[src/hdl/bem_pkg.sv]
// Package for the band energy frame meter: widths, register reset values,
// register indexes, multiplier operation codes and controller/datapath structs.
// No dependencies.
package bem_pkg;

    localparam int SAMPLE_W          = 16;
    localparam int COEF_W            = 16;
    localparam int LEN_W             = 12;
    localparam int FILT_W            = 24;
    localparam int SUM_W             = 48;
    localparam int RMS_W             = 16;
    localparam int NUM_CH            = 5;
    localparam int CH_W              = 3;
    localparam int CFG_ADDR_W        = 3;
    localparam int CFG_DATA_W        = 16;
    localparam int DEF_MAX_FRAME_LEN = 4096;

    localparam logic [COEF_W-1:0] LOW_COEF_RST  = 16'd1274;
    localparam logic [COEF_W-1:0] MID_COEF_RST  = 16'd15095;
    localparam logic [COEF_W-1:0] HIGH_COEF_RST = 16'd38824;
    localparam logic [LEN_W-1:0]  FRAME_LEN_RST = 12'd800;

    typedef enum logic [CFG_ADDR_W-1:0] {
        REG_LOW_COEF  = 3'd0,
        REG_MID_COEF  = 3'd1,
        REG_HIGH_COEF = 3'd2,
        REG_FRAME_LEN = 3'd3
    } cfg_reg_t;

    // channel order of the energy sums: low, mid, high, left, right
    localparam logic [CH_W-1:0] CH_LOW   = 3'd0;
    localparam logic [CH_W-1:0] CH_MID   = 3'd1;
    localparam logic [CH_W-1:0] CH_HIGH  = 3'd2;
    localparam logic [CH_W-1:0] CH_LEFT  = 3'd3;
    localparam logic [CH_W-1:0] CH_RIGHT = 3'd4;

    typedef enum logic [2:0] {
        OP_LOW,
        OP_MID,
        OP_HIGH,
        OP_SQ_LOW,
        OP_SQ_MID,
        OP_SQ_HIGH,
        OP_SQ_LEFT,
        OP_SQ_RIGHT
    } mac_op_t;

    typedef struct packed {
        logic            load_sample;
        logic            mac_mul;
        logic            mac_wb;
        mac_op_t         op;
        logic            count_inc;
        logic            count_clear;
        logic            ds_start;
        logic            res_store;
        logic            out_load;
        logic [CH_W-1:0] ch;
    } dp_cmd_t;

    typedef struct packed {
        logic frame_end;
        logic ds_done;
        logic out_free;
    } dp_status_t;

endpackage

[src/hdl/bem_sample_if.sv]
// Input channel: one stereo sample pair per transaction.
// Depends on bem_pkg.
interface bem_sample_if;
    import bem_pkg::*;

    logic                       valid;
    logic                       ready;
    logic signed [SAMPLE_W-1:0] left_sample;
    logic signed [SAMPLE_W-1:0] right_sample;

    modport source (output valid, output left_sample, output right_sample, input ready);
    modport sink   (input valid, input left_sample, input right_sample, output ready);
endinterface

[src/hdl/bem_result_if.sv]
// Output channel: five RMS levels per transaction, one per frame.
// Depends on bem_pkg.
interface bem_result_if;
    import bem_pkg::*;

    logic             valid;
    logic             ready;
    logic [RMS_W-1:0] low_rms;
    logic [RMS_W-1:0] mid_rms;
    logic [RMS_W-1:0] high_rms;
    logic [RMS_W-1:0] left_rms;
    logic [RMS_W-1:0] right_rms;

    modport source (output valid, output low_rms, output mid_rms, output high_rms,
                    output left_rms, output right_rms, input ready);
    modport sink   (input valid, input low_rms, input mid_rms, input high_rms,
                    input left_rms, input right_rms, output ready);
endinterface

[src/hdl/bem_cfg_if.sv]
// Configuration write channel: register index and write data per transaction.
// Depends on bem_pkg.
interface bem_cfg_if;
    import bem_pkg::*;

    logic                  valid;
    logic                  ready;
    logic [CFG_ADDR_W-1:0] index;
    logic [CFG_DATA_W-1:0] data;

    modport source (output valid, output index, output data, input ready);
    modport sink   (input valid, input index, input data, output ready);
endinterface

[src/hdl/bem_divsqrt.sv]
// Iterative unit: restoring divide of a 48-bit sum by the sample count, one
// quotient bit per cycle, then a bit-pair integer square root, saturated to 16 bits.
// Depends on bem_pkg.
module bem_divsqrt #(
    parameter int DIV_W = 13
) (
    input  logic                        clk,
    input  logic                        rst_n,
    input  logic                        start,
    input  logic [bem_pkg::SUM_W-1:0]   dividend,
    input  logic [DIV_W-1:0]            divisor,
    output logic                        done,
    output logic [bem_pkg::RMS_W-1:0]   root
);
    import bem_pkg::*;

    localparam int STEP_W = $clog2(SUM_W);

    typedef enum logic [1:0] {
        DS_IDLE,
        DS_DIV,
        DS_SQRT
    } ds_state_t;

    ds_state_t           state_reg;
    logic [STEP_W-1:0]   step_reg;
    logic                done_reg;
    logic [DIV_W-1:0]    rem_reg;
    logic [DIV_W-1:0]    dvs_reg;
    logic [SUM_W-1:0]    quo_reg;
    logic [SUM_W-1:0]    r_reg;
    logic [SUM_W-1:0]    bit_reg;

    logic [DIV_W:0]      trial;
    logic                trial_ge;
    logic [DIV_W:0]      trial_sub;
    logic [SUM_W:0]      sq_t;
    logic                sq_ge;

    always_comb
    begin
        trial     = {rem_reg, quo_reg[SUM_W-1]};
        trial_ge  = trial >= {1'b0, dvs_reg};
        trial_sub = trial - {1'b0, dvs_reg};
        sq_t      = {1'b0, r_reg} + {1'b0, bit_reg};
        sq_ge     = {1'b0, quo_reg} >= sq_t;
    end

    always_ff @(posedge clk or negedge rst_n)
    begin
        if (!rst_n)
        begin
            state_reg <= DS_IDLE;
            step_reg  <= '0;
            done_reg  <= 1'b0;
        end
        else
        begin
            done_reg <= 1'b0;
            unique case (state_reg)
                DS_IDLE:
                begin
                    if (start)
                    begin
                        state_reg <= DS_DIV;
                        step_reg  <= '0;
                    end
                end
                DS_DIV:
                begin
                    if (step_reg == STEP_W'(SUM_W - 1))
                    begin
                        state_reg <= DS_SQRT;
                        step_reg  <= '0;
                    end
                    else
                    begin
                        step_reg <= step_reg + STEP_W'(1);
                    end
                end
                DS_SQRT:
                begin
                    if (step_reg == STEP_W'(SUM_W / 2 - 1))
                    begin
                        state_reg <= DS_IDLE;
                        done_reg  <= 1'b1;
                    end
                    else
                    begin
                        step_reg <= step_reg + STEP_W'(1);
                    end
                end
                default:
                begin
                    state_reg <= DS_IDLE;
                end
            endcase
        end
    end

    // root holds in idle until the next start
    always_ff @(posedge clk)
    begin
        unique case (state_reg)
            DS_IDLE:
            begin
                if (start)
                begin
                    rem_reg <= '0;
                    dvs_reg <= divisor;
                    quo_reg <= dividend;
                    r_reg   <= '0;
                    bit_reg <= SUM_W'(1) << (SUM_W - 2);
                end
            end
            DS_DIV:
            begin
                if (trial_ge)
                begin
                    rem_reg <= trial_sub[DIV_W-1:0];
                end
                else
                begin
                    rem_reg <= trial[DIV_W-1:0];
                end
                quo_reg <= {quo_reg[SUM_W-2:0], trial_ge};
            end
            DS_SQRT:
            begin
                if (sq_ge)
                begin
                    quo_reg <= quo_reg - sq_t[SUM_W-1:0];
                    r_reg   <= (r_reg >> 1) + bit_reg;
                end
                else
                begin
                    r_reg <= r_reg >> 1;
                end
                bit_reg <= bit_reg >> 2;
            end
            default:
            begin
                r_reg <= r_reg;
            end
        endcase
    end

    assign done = done_reg;
    assign root = (r_reg[SUM_W-1:RMS_W] != '0) ? '1 : r_reg[RMS_W-1:0];

endmodule

[src/hdl/bem_datapath.sv]
// Datapath: configuration registers, band filters on one shared multiplier,
// energy sums, sample count, divide/root unit and the output register.
// Depends on bem_pkg and bem_divsqrt.
module bem_datapath #(
    parameter int MAX_FRAME_LEN = bem_pkg::DEF_MAX_FRAME_LEN
) (
    input  logic                               clk,
    input  logic                               rst_n,
    input  bem_pkg::dp_cmd_t                   cmd,
    output bem_pkg::dp_status_t                status,
    input  logic signed [bem_pkg::SAMPLE_W-1:0] left_sample,
    input  logic signed [bem_pkg::SAMPLE_W-1:0] right_sample,
    input  logic                               cfg_we,
    input  logic [bem_pkg::CFG_ADDR_W-1:0]     cfg_index,
    input  logic [bem_pkg::CFG_DATA_W-1:0]     cfg_data,
    output logic                               out_valid,
    input  logic                               out_ready,
    output logic [bem_pkg::RMS_W-1:0]          low_rms,
    output logic [bem_pkg::RMS_W-1:0]          mid_rms,
    output logic [bem_pkg::RMS_W-1:0]          high_rms,
    output logic [bem_pkg::RMS_W-1:0]          left_rms,
    output logic [bem_pkg::RMS_W-1:0]          right_rms
);
    import bem_pkg::*;

    localparam int CNT_W = (MAX_FRAME_LEN > 2) ? $clog2(MAX_FRAME_LEN) : 1;
    localparam int N_W   = CNT_W + 1;
    localparam int CMP_W = (N_W > LEN_W) ? N_W : LEN_W;

    function automatic logic signed [FILT_W-1:0] sat24(input logic signed [29:0] v);
        logic signed [FILT_W-1:0] r;
        if (v > 30'sd8388607)
        begin
            r = 24'sh7FFFFF;
        end
        else if (v < -30'sd8388608)
        begin
            r = 24'sh800000;
        end
        else
        begin
            r = v[FILT_W-1:0];
        end
        return r;
    endfunction

    logic [COEF_W-1:0]          low_coef_reg;
    logic [COEF_W-1:0]          mid_coef_reg;
    logic [COEF_W-1:0]          high_coef_reg;
    logic [LEN_W-1:0]           frame_len_reg;

    logic signed [SAMPLE_W-1:0] left_reg;
    logic signed [SAMPLE_W-1:0] right_reg;
    logic signed [SAMPLE_W-1:0] x_reg;
    logic signed [SAMPLE_W-1:0] prev_mono_reg;
    logic signed [FILT_W-1:0]   low_filter_reg;
    logic signed [FILT_W-1:0]   mid_filter_reg;
    logic signed [FILT_W-1:0]   high_filter_reg;
    logic signed [44:0]         prod_reg;
    logic [SUM_W-1:0]           sum_reg [NUM_CH];
    logic [CNT_W-1:0]           count_reg;
    logic [RMS_W-1:0]           res_reg [NUM_CH];
    logic [RMS_W-1:0]           out_rms_reg [NUM_CH];
    logic                       out_valid_reg;

    logic signed [SAMPLE_W:0]   lr_sum;
    logic signed [24:0]         x_scaled;
    logic signed [24:0]         low_d;
    logic signed [24:0]         mid_d;
    logic signed [SAMPLE_W:0]   hp_diff;
    logic signed [25:0]         hp_t;
    logic signed [24:0]         band_diff;
    logic signed [16:0]         mid_band;
    logic signed [15:0]         low_band;
    logic signed [15:0]         high_band;
    logic signed [26:0]         mul_a;
    logic signed [17:0]         mul_b;
    logic signed [44:0]         prod_next;
    logic signed [28:0]         prod_shr;
    logic signed [FILT_W-1:0]   low_next;
    logic signed [FILT_W-1:0]   mid_next;
    logic signed [FILT_W-1:0]   high_next;
    logic [CH_W-1:0]            sq_sel;
    logic [CH_W-1:0]            sum_addr;
    logic [SUM_W:0]             sum_acc;
    logic [SUM_W-1:0]           sum_sat;
    logic [N_W-1:0]             n_val;
    logic [CMP_W-1:0]           len_raw;
    logic [CMP_W-1:0]           len_eff;
    logic                       ds_done;
    logic [RMS_W-1:0]           ds_root;

    always_comb
    begin
        lr_sum    = {left_sample[SAMPLE_W-1], left_sample}
                  + {right_sample[SAMPLE_W-1], right_sample};
        x_scaled  = {x_reg[SAMPLE_W-1], x_reg, 8'h00};
        low_d     = x_scaled - 25'(low_filter_reg);
        mid_d     = x_scaled - 25'(mid_filter_reg);
        hp_diff   = {x_reg[SAMPLE_W-1], x_reg} - {prev_mono_reg[SAMPLE_W-1], prev_mono_reg};
        hp_t      = 26'(high_filter_reg) + 26'($signed({hp_diff, 8'h00}));
        band_diff = 25'(mid_filter_reg) - 25'(low_filter_reg);
        mid_band  = $signed(band_diff[24:8]);
        low_band  = $signed(low_filter_reg[23:8]);
        high_band = $signed(high_filter_reg[23:8]);

        mul_a  = '0;
        mul_b  = '0;
        sq_sel = CH_LOW;
        unique case (cmd.op)
            OP_LOW:
            begin
                mul_a = 27'(low_d);
                mul_b = $signed({2'b00, low_coef_reg});
            end
            OP_MID:
            begin
                mul_a = 27'(mid_d);
                mul_b = $signed({2'b00, mid_coef_reg});
            end
            OP_HIGH:
            begin
                mul_a = 27'(hp_t);
                mul_b = $signed({2'b00, high_coef_reg});
            end
            OP_SQ_LOW:
            begin
                mul_a  = 27'(low_band);
                mul_b  = 18'(low_band);
                sq_sel = CH_LOW;
            end
            OP_SQ_MID:
            begin
                mul_a  = 27'(mid_band);
                mul_b  = 18'(mid_band);
                sq_sel = CH_MID;
            end
            OP_SQ_HIGH:
            begin
                mul_a  = 27'(high_band);
                mul_b  = 18'(high_band);
                sq_sel = CH_HIGH;
            end
            OP_SQ_LEFT:
            begin
                mul_a  = 27'(left_reg);
                mul_b  = 18'(left_reg);
                sq_sel = CH_LEFT;
            end
            OP_SQ_RIGHT:
            begin
                mul_a  = 27'(right_reg);
                mul_b  = 18'(right_reg);
                sq_sel = CH_RIGHT;
            end
        endcase

        prod_next = mul_a * mul_b;
        prod_shr  = $signed(prod_reg[44:16]);
        low_next  = sat24(30'(low_filter_reg) + 30'(prod_shr));
        mid_next  = sat24(30'(mid_filter_reg) + 30'(prod_shr));
        high_next = sat24(30'(prod_shr));

        sum_addr = cmd.mac_wb ? sq_sel : cmd.ch;
        sum_acc  = {1'b0, sum_reg[sum_addr]} + (SUM_W + 1)'(prod_reg[33:0]);
        sum_sat  = sum_acc[SUM_W] ? '1 : sum_acc[SUM_W-1:0];

        n_val   = {1'b0, count_reg} + N_W'(1);
        len_raw = CMP_W'(frame_len_reg);
        if (len_raw == '0)
        begin
            len_eff = CMP_W'(1);
        end
        else if (len_raw > CMP_W'(MAX_FRAME_LEN))
        begin
            len_eff = CMP_W'(MAX_FRAME_LEN);
        end
        else
        begin
            len_eff = len_raw;
        end
    end

    always_ff @(posedge clk or negedge rst_n)
    begin
        if (!rst_n)
        begin
            low_coef_reg    <= LOW_COEF_RST;
            mid_coef_reg    <= MID_COEF_RST;
            high_coef_reg   <= HIGH_COEF_RST;
            frame_len_reg   <= FRAME_LEN_RST;
            low_filter_reg  <= '0;
            mid_filter_reg  <= '0;
            high_filter_reg <= '0;
            prev_mono_reg   <= '0;
            count_reg       <= '0;
            out_valid_reg   <= 1'b0;
            for (int i = 0; i < NUM_CH; i++)
            begin
                sum_reg[i] <= '0;
            end
        end
        else
        begin
            if (cfg_we)
            begin
                unique case (cfg_index)
                    REG_LOW_COEF:  low_coef_reg  <= cfg_data[COEF_W-1:0];
                    REG_MID_COEF:  mid_coef_reg  <= cfg_data[COEF_W-1:0];
                    REG_HIGH_COEF: high_coef_reg <= cfg_data[COEF_W-1:0];
                    REG_FRAME_LEN: frame_len_reg <= cfg_data[LEN_W-1:0];
                    default:       low_coef_reg  <= low_coef_reg;
                endcase
            end

            if (cmd.mac_wb)
            begin
                unique case (cmd.op)
                    OP_LOW:  low_filter_reg <= low_next;
                    OP_MID:  mid_filter_reg <= mid_next;
                    OP_HIGH:
                    begin
                        high_filter_reg <= high_next;
                        prev_mono_reg   <= x_reg;
                    end
                    OP_SQ_LOW, OP_SQ_MID, OP_SQ_HIGH, OP_SQ_LEFT, OP_SQ_RIGHT:
                    begin
                        sum_reg[sum_addr] <= sum_sat;
                    end
                endcase
            end

            if (cmd.res_store)
            begin
                sum_reg[sum_addr] <= '0;
            end

            priority if (cmd.count_clear)
            begin
                count_reg <= '0;
            end
            else if (cmd.count_inc)
            begin
                count_reg <= n_val[CNT_W-1:0];
            end

            priority if (cmd.out_load)
            begin
                out_valid_reg <= 1'b1;
            end
            else if (out_ready)
            begin
                out_valid_reg <= 1'b0;
            end
        end
    end

    always_ff @(posedge clk)
    begin
        if (cmd.load_sample)
        begin
            left_reg  <= left_sample;
            right_reg <= right_sample;
            x_reg     <= lr_sum[SAMPLE_W:1];
        end
        if (cmd.mac_mul)
        begin
            prod_reg <= prod_next;
        end
        if (cmd.res_store)
        begin
            res_reg[cmd.ch] <= ds_root;
        end
        if (cmd.out_load)
        begin
            for (int i = 0; i < NUM_CH; i++)
            begin
                out_rms_reg[i] <= res_reg[i];
            end
        end
    end

    bem_divsqrt #(
        .DIV_W (N_W)
    ) u_divsqrt (
        .clk      (clk),
        .rst_n    (rst_n),
        .start    (cmd.ds_start),
        .dividend (sum_reg[sum_addr]),
        .divisor  (n_val),
        .done     (ds_done),
        .root     (ds_root)
    );

    assign status.frame_end = CMP_W'(n_val) >= len_eff;
    assign status.ds_done   = ds_done;
    assign status.out_free  = !out_valid_reg || out_ready;

    assign out_valid = out_valid_reg;
    assign low_rms   = out_rms_reg[CH_LOW];
    assign mid_rms   = out_rms_reg[CH_MID];
    assign high_rms  = out_rms_reg[CH_HIGH];
    assign left_rms  = out_rms_reg[CH_LEFT];
    assign right_rms = out_rms_reg[CH_RIGHT];

endmodule

[src/hdl/bem_ctrl.sv]
// Controller: sequences the eight multiplier operations per sample, the frame
// check, the five divide/root passes and the output load.
// Depends on bem_pkg.
module bem_ctrl (
    input  logic                clk,
    input  logic                rst_n,
    input  logic                in_valid,
    output logic                in_ready,
    input  bem_pkg::dp_status_t status,
    output bem_pkg::dp_cmd_t    cmd
);
    import bem_pkg::*;

    typedef enum logic [2:0] {
        ST_IDLE,
        ST_MUL,
        ST_WB,
        ST_CHECK,
        ST_DS_START,
        ST_DS_WAIT,
        ST_DS_STORE,
        ST_OUT_WAIT
    } state_t;

    state_t          state_reg;
    mac_op_t         op_reg;
    logic [CH_W-1:0] ch_reg;
    logic            accept;

    assign in_ready = (state_reg == ST_IDLE);
    assign accept   = in_valid && in_ready;

    always_comb
    begin
        cmd             = '0;
        cmd.op          = op_reg;
        cmd.ch          = ch_reg;
        cmd.load_sample = accept;
        unique case (state_reg)
            ST_IDLE:     cmd.load_sample = accept;
            ST_MUL:      cmd.mac_mul     = 1'b1;
            ST_WB:       cmd.mac_wb      = 1'b1;
            ST_CHECK:    cmd.count_inc   = !status.frame_end;
            ST_DS_START: cmd.ds_start    = 1'b1;
            ST_DS_WAIT:  cmd.ds_start    = 1'b0;
            ST_DS_STORE: cmd.res_store   = 1'b1;
            ST_OUT_WAIT:
            begin
                cmd.out_load    = status.out_free;
                cmd.count_clear = status.out_free;
            end
        endcase
    end

    always_ff @(posedge clk or negedge rst_n)
    begin
        if (!rst_n)
        begin
            state_reg <= ST_IDLE;
            op_reg    <= OP_LOW;
            ch_reg    <= CH_LOW;
        end
        else
        begin
            unique case (state_reg)
                ST_IDLE:
                begin
                    if (accept)
                    begin
                        state_reg <= ST_MUL;
                        op_reg    <= OP_LOW;
                    end
                end
                ST_MUL:
                begin
                    state_reg <= ST_WB;
                end
                ST_WB:
                begin
                    if (op_reg == OP_SQ_RIGHT)
                    begin
                        state_reg <= ST_CHECK;
                    end
                    else
                    begin
                        op_reg    <= mac_op_t'(3'(op_reg) + 3'd1);
                        state_reg <= ST_MUL;
                    end
                end
                ST_CHECK:
                begin
                    if (status.frame_end)
                    begin
                        state_reg <= ST_DS_START;
                        ch_reg    <= CH_LOW;
                    end
                    else
                    begin
                        state_reg <= ST_IDLE;
                    end
                end
                ST_DS_START:
                begin
                    state_reg <= ST_DS_WAIT;
                end
                ST_DS_WAIT:
                begin
                    if (status.ds_done)
                    begin
                        state_reg <= ST_DS_STORE;
                    end
                end
                ST_DS_STORE:
                begin
                    if (ch_reg == CH_W'(NUM_CH - 1))
                    begin
                        state_reg <= ST_OUT_WAIT;
                    end
                    else
                    begin
                        ch_reg    <= ch_reg + CH_W'(1);
                        state_reg <= ST_DS_START;
                    end
                end
                ST_OUT_WAIT:
                begin
                    if (status.out_free)
                    begin
                        state_reg <= ST_IDLE;
                    end
                end
            endcase
        end
    end

endmodule

[src/hdl/band_energy_frame_meter.sv]
// Three band RMS level meter, top level. A sample transaction is accepted only in
// idle; each is then handled as an accept, eight operations (multiply, then write
// back) on the shared 27x18 multiplier and a frame check, before another is taken.
// On the last sample of a frame, five divide/root passes (restoring divide, then
// root) follow before the result loads into the output register once it is free.
// Reset (rst_n, asynchronous, active low) clears filters, sums, count and the output valid flag.
module band_energy_frame_meter #(
    parameter int MAX_FRAME_LEN = bem_pkg::DEF_MAX_FRAME_LEN
) (
    input  logic          clk,
    input  logic          rst_n,
    bem_sample_if.sink    sample,
    bem_result_if.source  result,
    bem_cfg_if.sink       cfg
);
    import bem_pkg::*;

    dp_cmd_t    cmd;
    dp_status_t status;

    assign cfg.ready = 1'b1;

    bem_ctrl u_ctrl (
        .clk      (clk),
        .rst_n    (rst_n),
        .in_valid (sample.valid),
        .in_ready (sample.ready),
        .status   (status),
        .cmd      (cmd)
    );

    bem_datapath #(
        .MAX_FRAME_LEN (MAX_FRAME_LEN)
    ) u_datapath (
        .clk          (clk),
        .rst_n        (rst_n),
        .cmd          (cmd),
        .status       (status),
        .left_sample  (sample.left_sample),
        .right_sample (sample.right_sample),
        .cfg_we       (cfg.valid && cfg.ready),
        .cfg_index    (cfg.index),
        .cfg_data     (cfg.data),
        .out_valid    (result.valid),
        .out_ready    (result.ready),
        .low_rms      (result.low_rms),
        .mid_rms      (result.mid_rms),
        .high_rms     (result.high_rms),
        .left_rms     (result.left_rms),
        .right_rms    (result.right_rms)
    );

endmodule

[src/flat_wrapper.sv]
// flat-port wrapper written by rule: the top's interface ports become plain ports
module band_energy_frame_meter_flat import bem_pkg::*;
#(
    parameter int MAX_FRAME_LEN = bem_pkg::DEF_MAX_FRAME_LEN
)
  (clk, rst_n, sample_valid, sample_left_sample, sample_right_sample, sample_ready, result_valid, result_low_rms, result_mid_rms, result_high_rms, result_left_rms, result_right_rms, result_ready, cfg_valid, cfg_index, cfg_data, cfg_ready);
  bem_sample_if sample_i ();
  bem_result_if result_i ();
  bem_cfg_if cfg_i ();
  input  logic clk;
  input  logic rst_n;
  input wire logic [$bits(sample_i.valid)-1:0] sample_valid;
  input wire logic [$bits(sample_i.left_sample)-1:0] sample_left_sample;
  input wire logic [$bits(sample_i.right_sample)-1:0] sample_right_sample;
  output wire logic [$bits(sample_i.ready)-1:0] sample_ready;
  output wire logic [$bits(result_i.valid)-1:0] result_valid;
  output wire logic [$bits(result_i.low_rms)-1:0] result_low_rms;
  output wire logic [$bits(result_i.mid_rms)-1:0] result_mid_rms;
  output wire logic [$bits(result_i.high_rms)-1:0] result_high_rms;
  output wire logic [$bits(result_i.left_rms)-1:0] result_left_rms;
  output wire logic [$bits(result_i.right_rms)-1:0] result_right_rms;
  input wire logic [$bits(result_i.ready)-1:0] result_ready;
  input wire logic [$bits(cfg_i.valid)-1:0] cfg_valid;
  input wire logic [$bits(cfg_i.index)-1:0] cfg_index;
  input wire logic [$bits(cfg_i.data)-1:0] cfg_data;
  output wire logic [$bits(cfg_i.ready)-1:0] cfg_ready;
  assign sample_i.valid = sample_valid;
  assign sample_i.left_sample = sample_left_sample;
  assign sample_i.right_sample = sample_right_sample;
  assign sample_ready = sample_i.ready;
  assign result_valid = result_i.valid;
  assign result_low_rms = result_i.low_rms;
  assign result_mid_rms = result_i.mid_rms;
  assign result_high_rms = result_i.high_rms;
  assign result_left_rms = result_i.left_rms;
  assign result_right_rms = result_i.right_rms;
  assign result_i.ready = result_ready;
  assign cfg_i.valid = cfg_valid;
  assign cfg_i.index = cfg_index;
  assign cfg_i.data = cfg_data;
  assign cfg_ready = cfg_i.ready;
  band_energy_frame_meter #(.MAX_FRAME_LEN(MAX_FRAME_LEN)) u_core (.clk(clk), .rst_n(rst_n), .sample(sample_i), .result(result_i), .cfg(cfg_i));
endmodule
[config.mk]
export PLATFORM = sky130hd
export DESIGN_NAME = band_energy_frame_meter_flat
export DESIGN_NICKNAME = d
export VERILOG_FILES = /design/src/hdl/bem_pkg.sv /design/src/hdl/bem_sample_if.sv /design/src/hdl/bem_result_if.sv /design/src/hdl/bem_cfg_if.sv /design/src/hdl/bem_divsqrt.sv /design/src/hdl/bem_datapath.sv /design/src/hdl/bem_ctrl.sv /design/src/hdl/band_energy_frame_meter.sv /design/src/flat_wrapper.sv
export SDC_FILE = /design/constraint.sdc
export NUM_CORES = 2
export LEC_CHECK = 0
export ABC_AREA = 1
export ABC_CLOCK_PERIOD_IN_PS = 10350
export BUFFER_PORTS_ARGS = -buffer_cell sky130_fd_sc_hd__buf_2
export CELL_PAD_IN_SITES_DETAIL_PLACEMENT = 1
export CELL_PAD_IN_SITES_GLOBAL_PLACEMENT = 1
export CORE_ASPECT_RATIO = 1.25
export CORE_MARGIN = 5
export CORE_UTILIZATION = 49
export DETAILED_ROUTE_END_ITERATION = 16
export PLACE_DENSITY_LB_ADDON = 0.1
export SLEW_MARGIN = 20
export SYNTH_ARGS = -nofsm -noshare
export SYNTH_HDL_FRONTEND = slang
export SYNTH_SLANG_ARGS = --single-unit
[constraint.sdc]
create_clock -name clk -period 10.35 [get_ports clk]
set_input_delay 0.5175 -clock clk [delete_from_list [all_inputs] [get_ports clk]]
set_output_delay 0.5175 -clock clk [all_outputs]
set_load 0.01 [all_outputs]
==> results.yml <==
run_status:
  status: "complete, no violations"
route:
  drtPass1Iterations: 5
  routedWlPerCell_um: 25.11
  drcViolationCount: 0
  dr.first_iter.drc_count: 4501
  ant_nets: 0
  vias: 65920
  viasPerCell: 5.821
  wl_um: 284400
layout:
  largest_register_ffs: 240
  syn_to_final_growth_pct: 9.776
  finish.instance_area_um2: 78790
  fin_nets: 10300
  layout_common_cells: "nand2_1 (1711), inv_1 (1605), nor2_1 (916)"
  final_cells: 11320
  drive_above_1_share: 0.06704
  layout_commonest_cell: "nand2_1"
logic_synthesis:
  synth-seq-cells: 818
  syn_area_um2: 71780
  synth_flop_cell: "edfxtp_1"
  synth_async_sr_flop_share: 0.5122
  synth_edf_count: 399
  synth.distinct_cells: 65
  syn_inst: 9188
  synth_area_per_cell_um2: 7.812
  yosysWarnings: 0
  ys_seq_area_frac: 0.3135
clock_tree:
  clkTransAtPathRegs_ns: 0.06
  htreeDepth: 3
  clock_latency_ns: 0.75
  cts_tree: "built"
  clock_sinks: 818
  numCtsBuffers: 92
  cts_buffer_depth: 3
  cts_root_buf: "clkbuf_16"
critical_path:
  cp-start-kind: "register"
  crit_path_top_delay_cell: "fa_1"
  critPathKind: "register to register"
  arrival_ns: 10.32
  cp_slowest_stage_delay_ns: 0.57
  crit_path_end_kind: "register"
  cp_max_fo: 6
  path_common_cell: "inv_1"
  r2r_slack_ns: 0.45
  cp.required_ns: 10.78
timing:
  finalClockSkew_ns: 0.06951
  rsz0062_at_grt: "false"
  fin_tns_setup_ns: 0
  worstMarginPinSlew_ns: 1.215
  hold_viol: 0
  maxSlewHeadroom: 0.1903
  min_period_ns: 9.899
  holdWs_ns: 0.08919
  drv_slew: 0
  setup_viol: 0
  fmax_mhz: 101.0
  finalCritPeriodShare: 0.9565
global_routing:
  top_usage_layer: "met2"
  grt_pass1_vias: 71100
  grt_use_met3: 0.04933
  grt_max_degree: 133
  use_met1: 0.4073
  antenna_found_initial: 4
  grt_use_total: 0.3627
  globalRouteOverflowTotal: 0
  met2_usage: 0.6424
  grt_pass1_wl_um: 429400
floorplanning:
  rows: 157
  die-height_um: 437.9
  die_w_um: 352.3
  fp.dieArea_um2: 154300
  start_util: 0.4911
  num_io_pins: 139
  core_um2: 146200
min_path:
  hold_class: "primary input to register"
run:
  drv_cap: 0
placement:
  gp_congestion: 0.9854
  numPlacedInstances: 11110
  io_buffers: 137
  place_area_um2: 74990
  hpwl_um: 219900
-- cells by family after synthesis --
logic type               after synthesis  share of synthesized area
XOR/XNOR                             272                    0.03319
AND/OR/NAND/NOR                     3296                     0.1908
adder cells (fa/ha/maj)              914                     0.2080
buffers and inverters               1908                     0.1016
AO/OA/AOI/OAI                       1978                     0.1529
flip-flops                           818                     0.3135
other                                  2                  0.0001046
-- Yosys cell counts (81+ instances only) --
| cell | count | area [um^2] |
|---|---|---|
| fa_1 | 465 | 9309 |
| xnor2_1 | 101 | 884.6 |
| xor2_1 | 171 | 1498 |
| nor2_1 | 932 | 3498 |
| a21oi_1 | 784 | 3924 |
| inv_1 | 1615 | 6062 |
| nand4_1 | 81 | 506.7 |
| nand3_1 | 347 | 1737 |
| dfrtp_1 | 390 | 9759 |
| edfxtp_1 | 399 | 11980 |
| ha_1 | 449 | 5618 |
| o21ai_0 | 704 | 3523 |
| clkbuf_1 | 209 | 784.5 |
| nand2_1 | 1713 | 6430 |
-- through the flow --
| step | utilization | setup slack, ns |
|---|---|---|
| detailed placement | 0.5131 | 0.3322 |
| global placement | 0.5130 | 0.4687 |
| finish | 0.5391 | 0.4506 |
| global route | 0.5391 | 0.008313 |
| floorplan | - | 1.057 |
| CTS | 0.5382 | 0.2244 |
-- critical path, delay by kind of cell (launching register included) --
family                   cells  cell delay [ns]
buffers and inverters        6             0.39
adder cells (fa/ha/maj)      9             4.05
flip-flops                   1             0.50
XOR/XNOR                     2             0.40
AND/OR/NAND/NOR             12             1.96
AO/OA/AOI/OAI               11             2.29
-- routing by layer --
layer,part of all wire,vias to the layer above
met5,0.000042,-
met4,0.083,2
met3,0.050,769
met2,0.49,2018
met1,0.37,33040
li1,-,30090
-- worst paths after layout --
path | to | start | depth (start not counted)
min reg2reg | u_core.u_datapath.out_rms_reg[0][8] | u_core.u_datapath.res_reg[0][8] | 0
max | u_core.u_datapath.prod_reg[35] | u_core.u_datapath.x_reg[6] | 40
min in group asynchronous | u_core.u_datapath.sum_reg[225] | rst_n | 2
max in group asynchronous | u_core.u_datapath.prev_mono_reg[11] | rst_n | 4
min | u_core.u_datapath.mid_coef_reg[4] | cfg_data[4] | 3
max reg2reg | u_core.u_datapath.prod_reg[35] | u_core.u_datapath.x_reg[6] | 40
-- final cells by class --
| cell class | instances | area, um^2 |
|---|---|---|
| inverters | 1635 | 6148 |
| flip-flops and latches | 818 | 22500 |
| clock inverters | 45 | 649.4 |
| well taps | 1908 | 2387 |
| diodes | 4 | 10.01 |
| repair buffers | 315 | 2197 |
| fillers | 18120 | 67360 |
| clock buffers | 129 | 2688 |
| multi-input cells | 6470 | 42210 |
-- timing repair --
| action | 4_1_cts | 5_1_grt |
|---|---|---|
| resized for setup | 0 | 15 |
| buffers inserted | 0 | 5 |
| hold buffers | 33 | 0 |
| hold endpoints to repair | 139 | 0 |
| endpoints found under the setup margin | 0 | 15 |
Power is left out: the tool's default activity adds up to more than one toggle a clock period on the data nets, which glitch-free logic cannot reach.
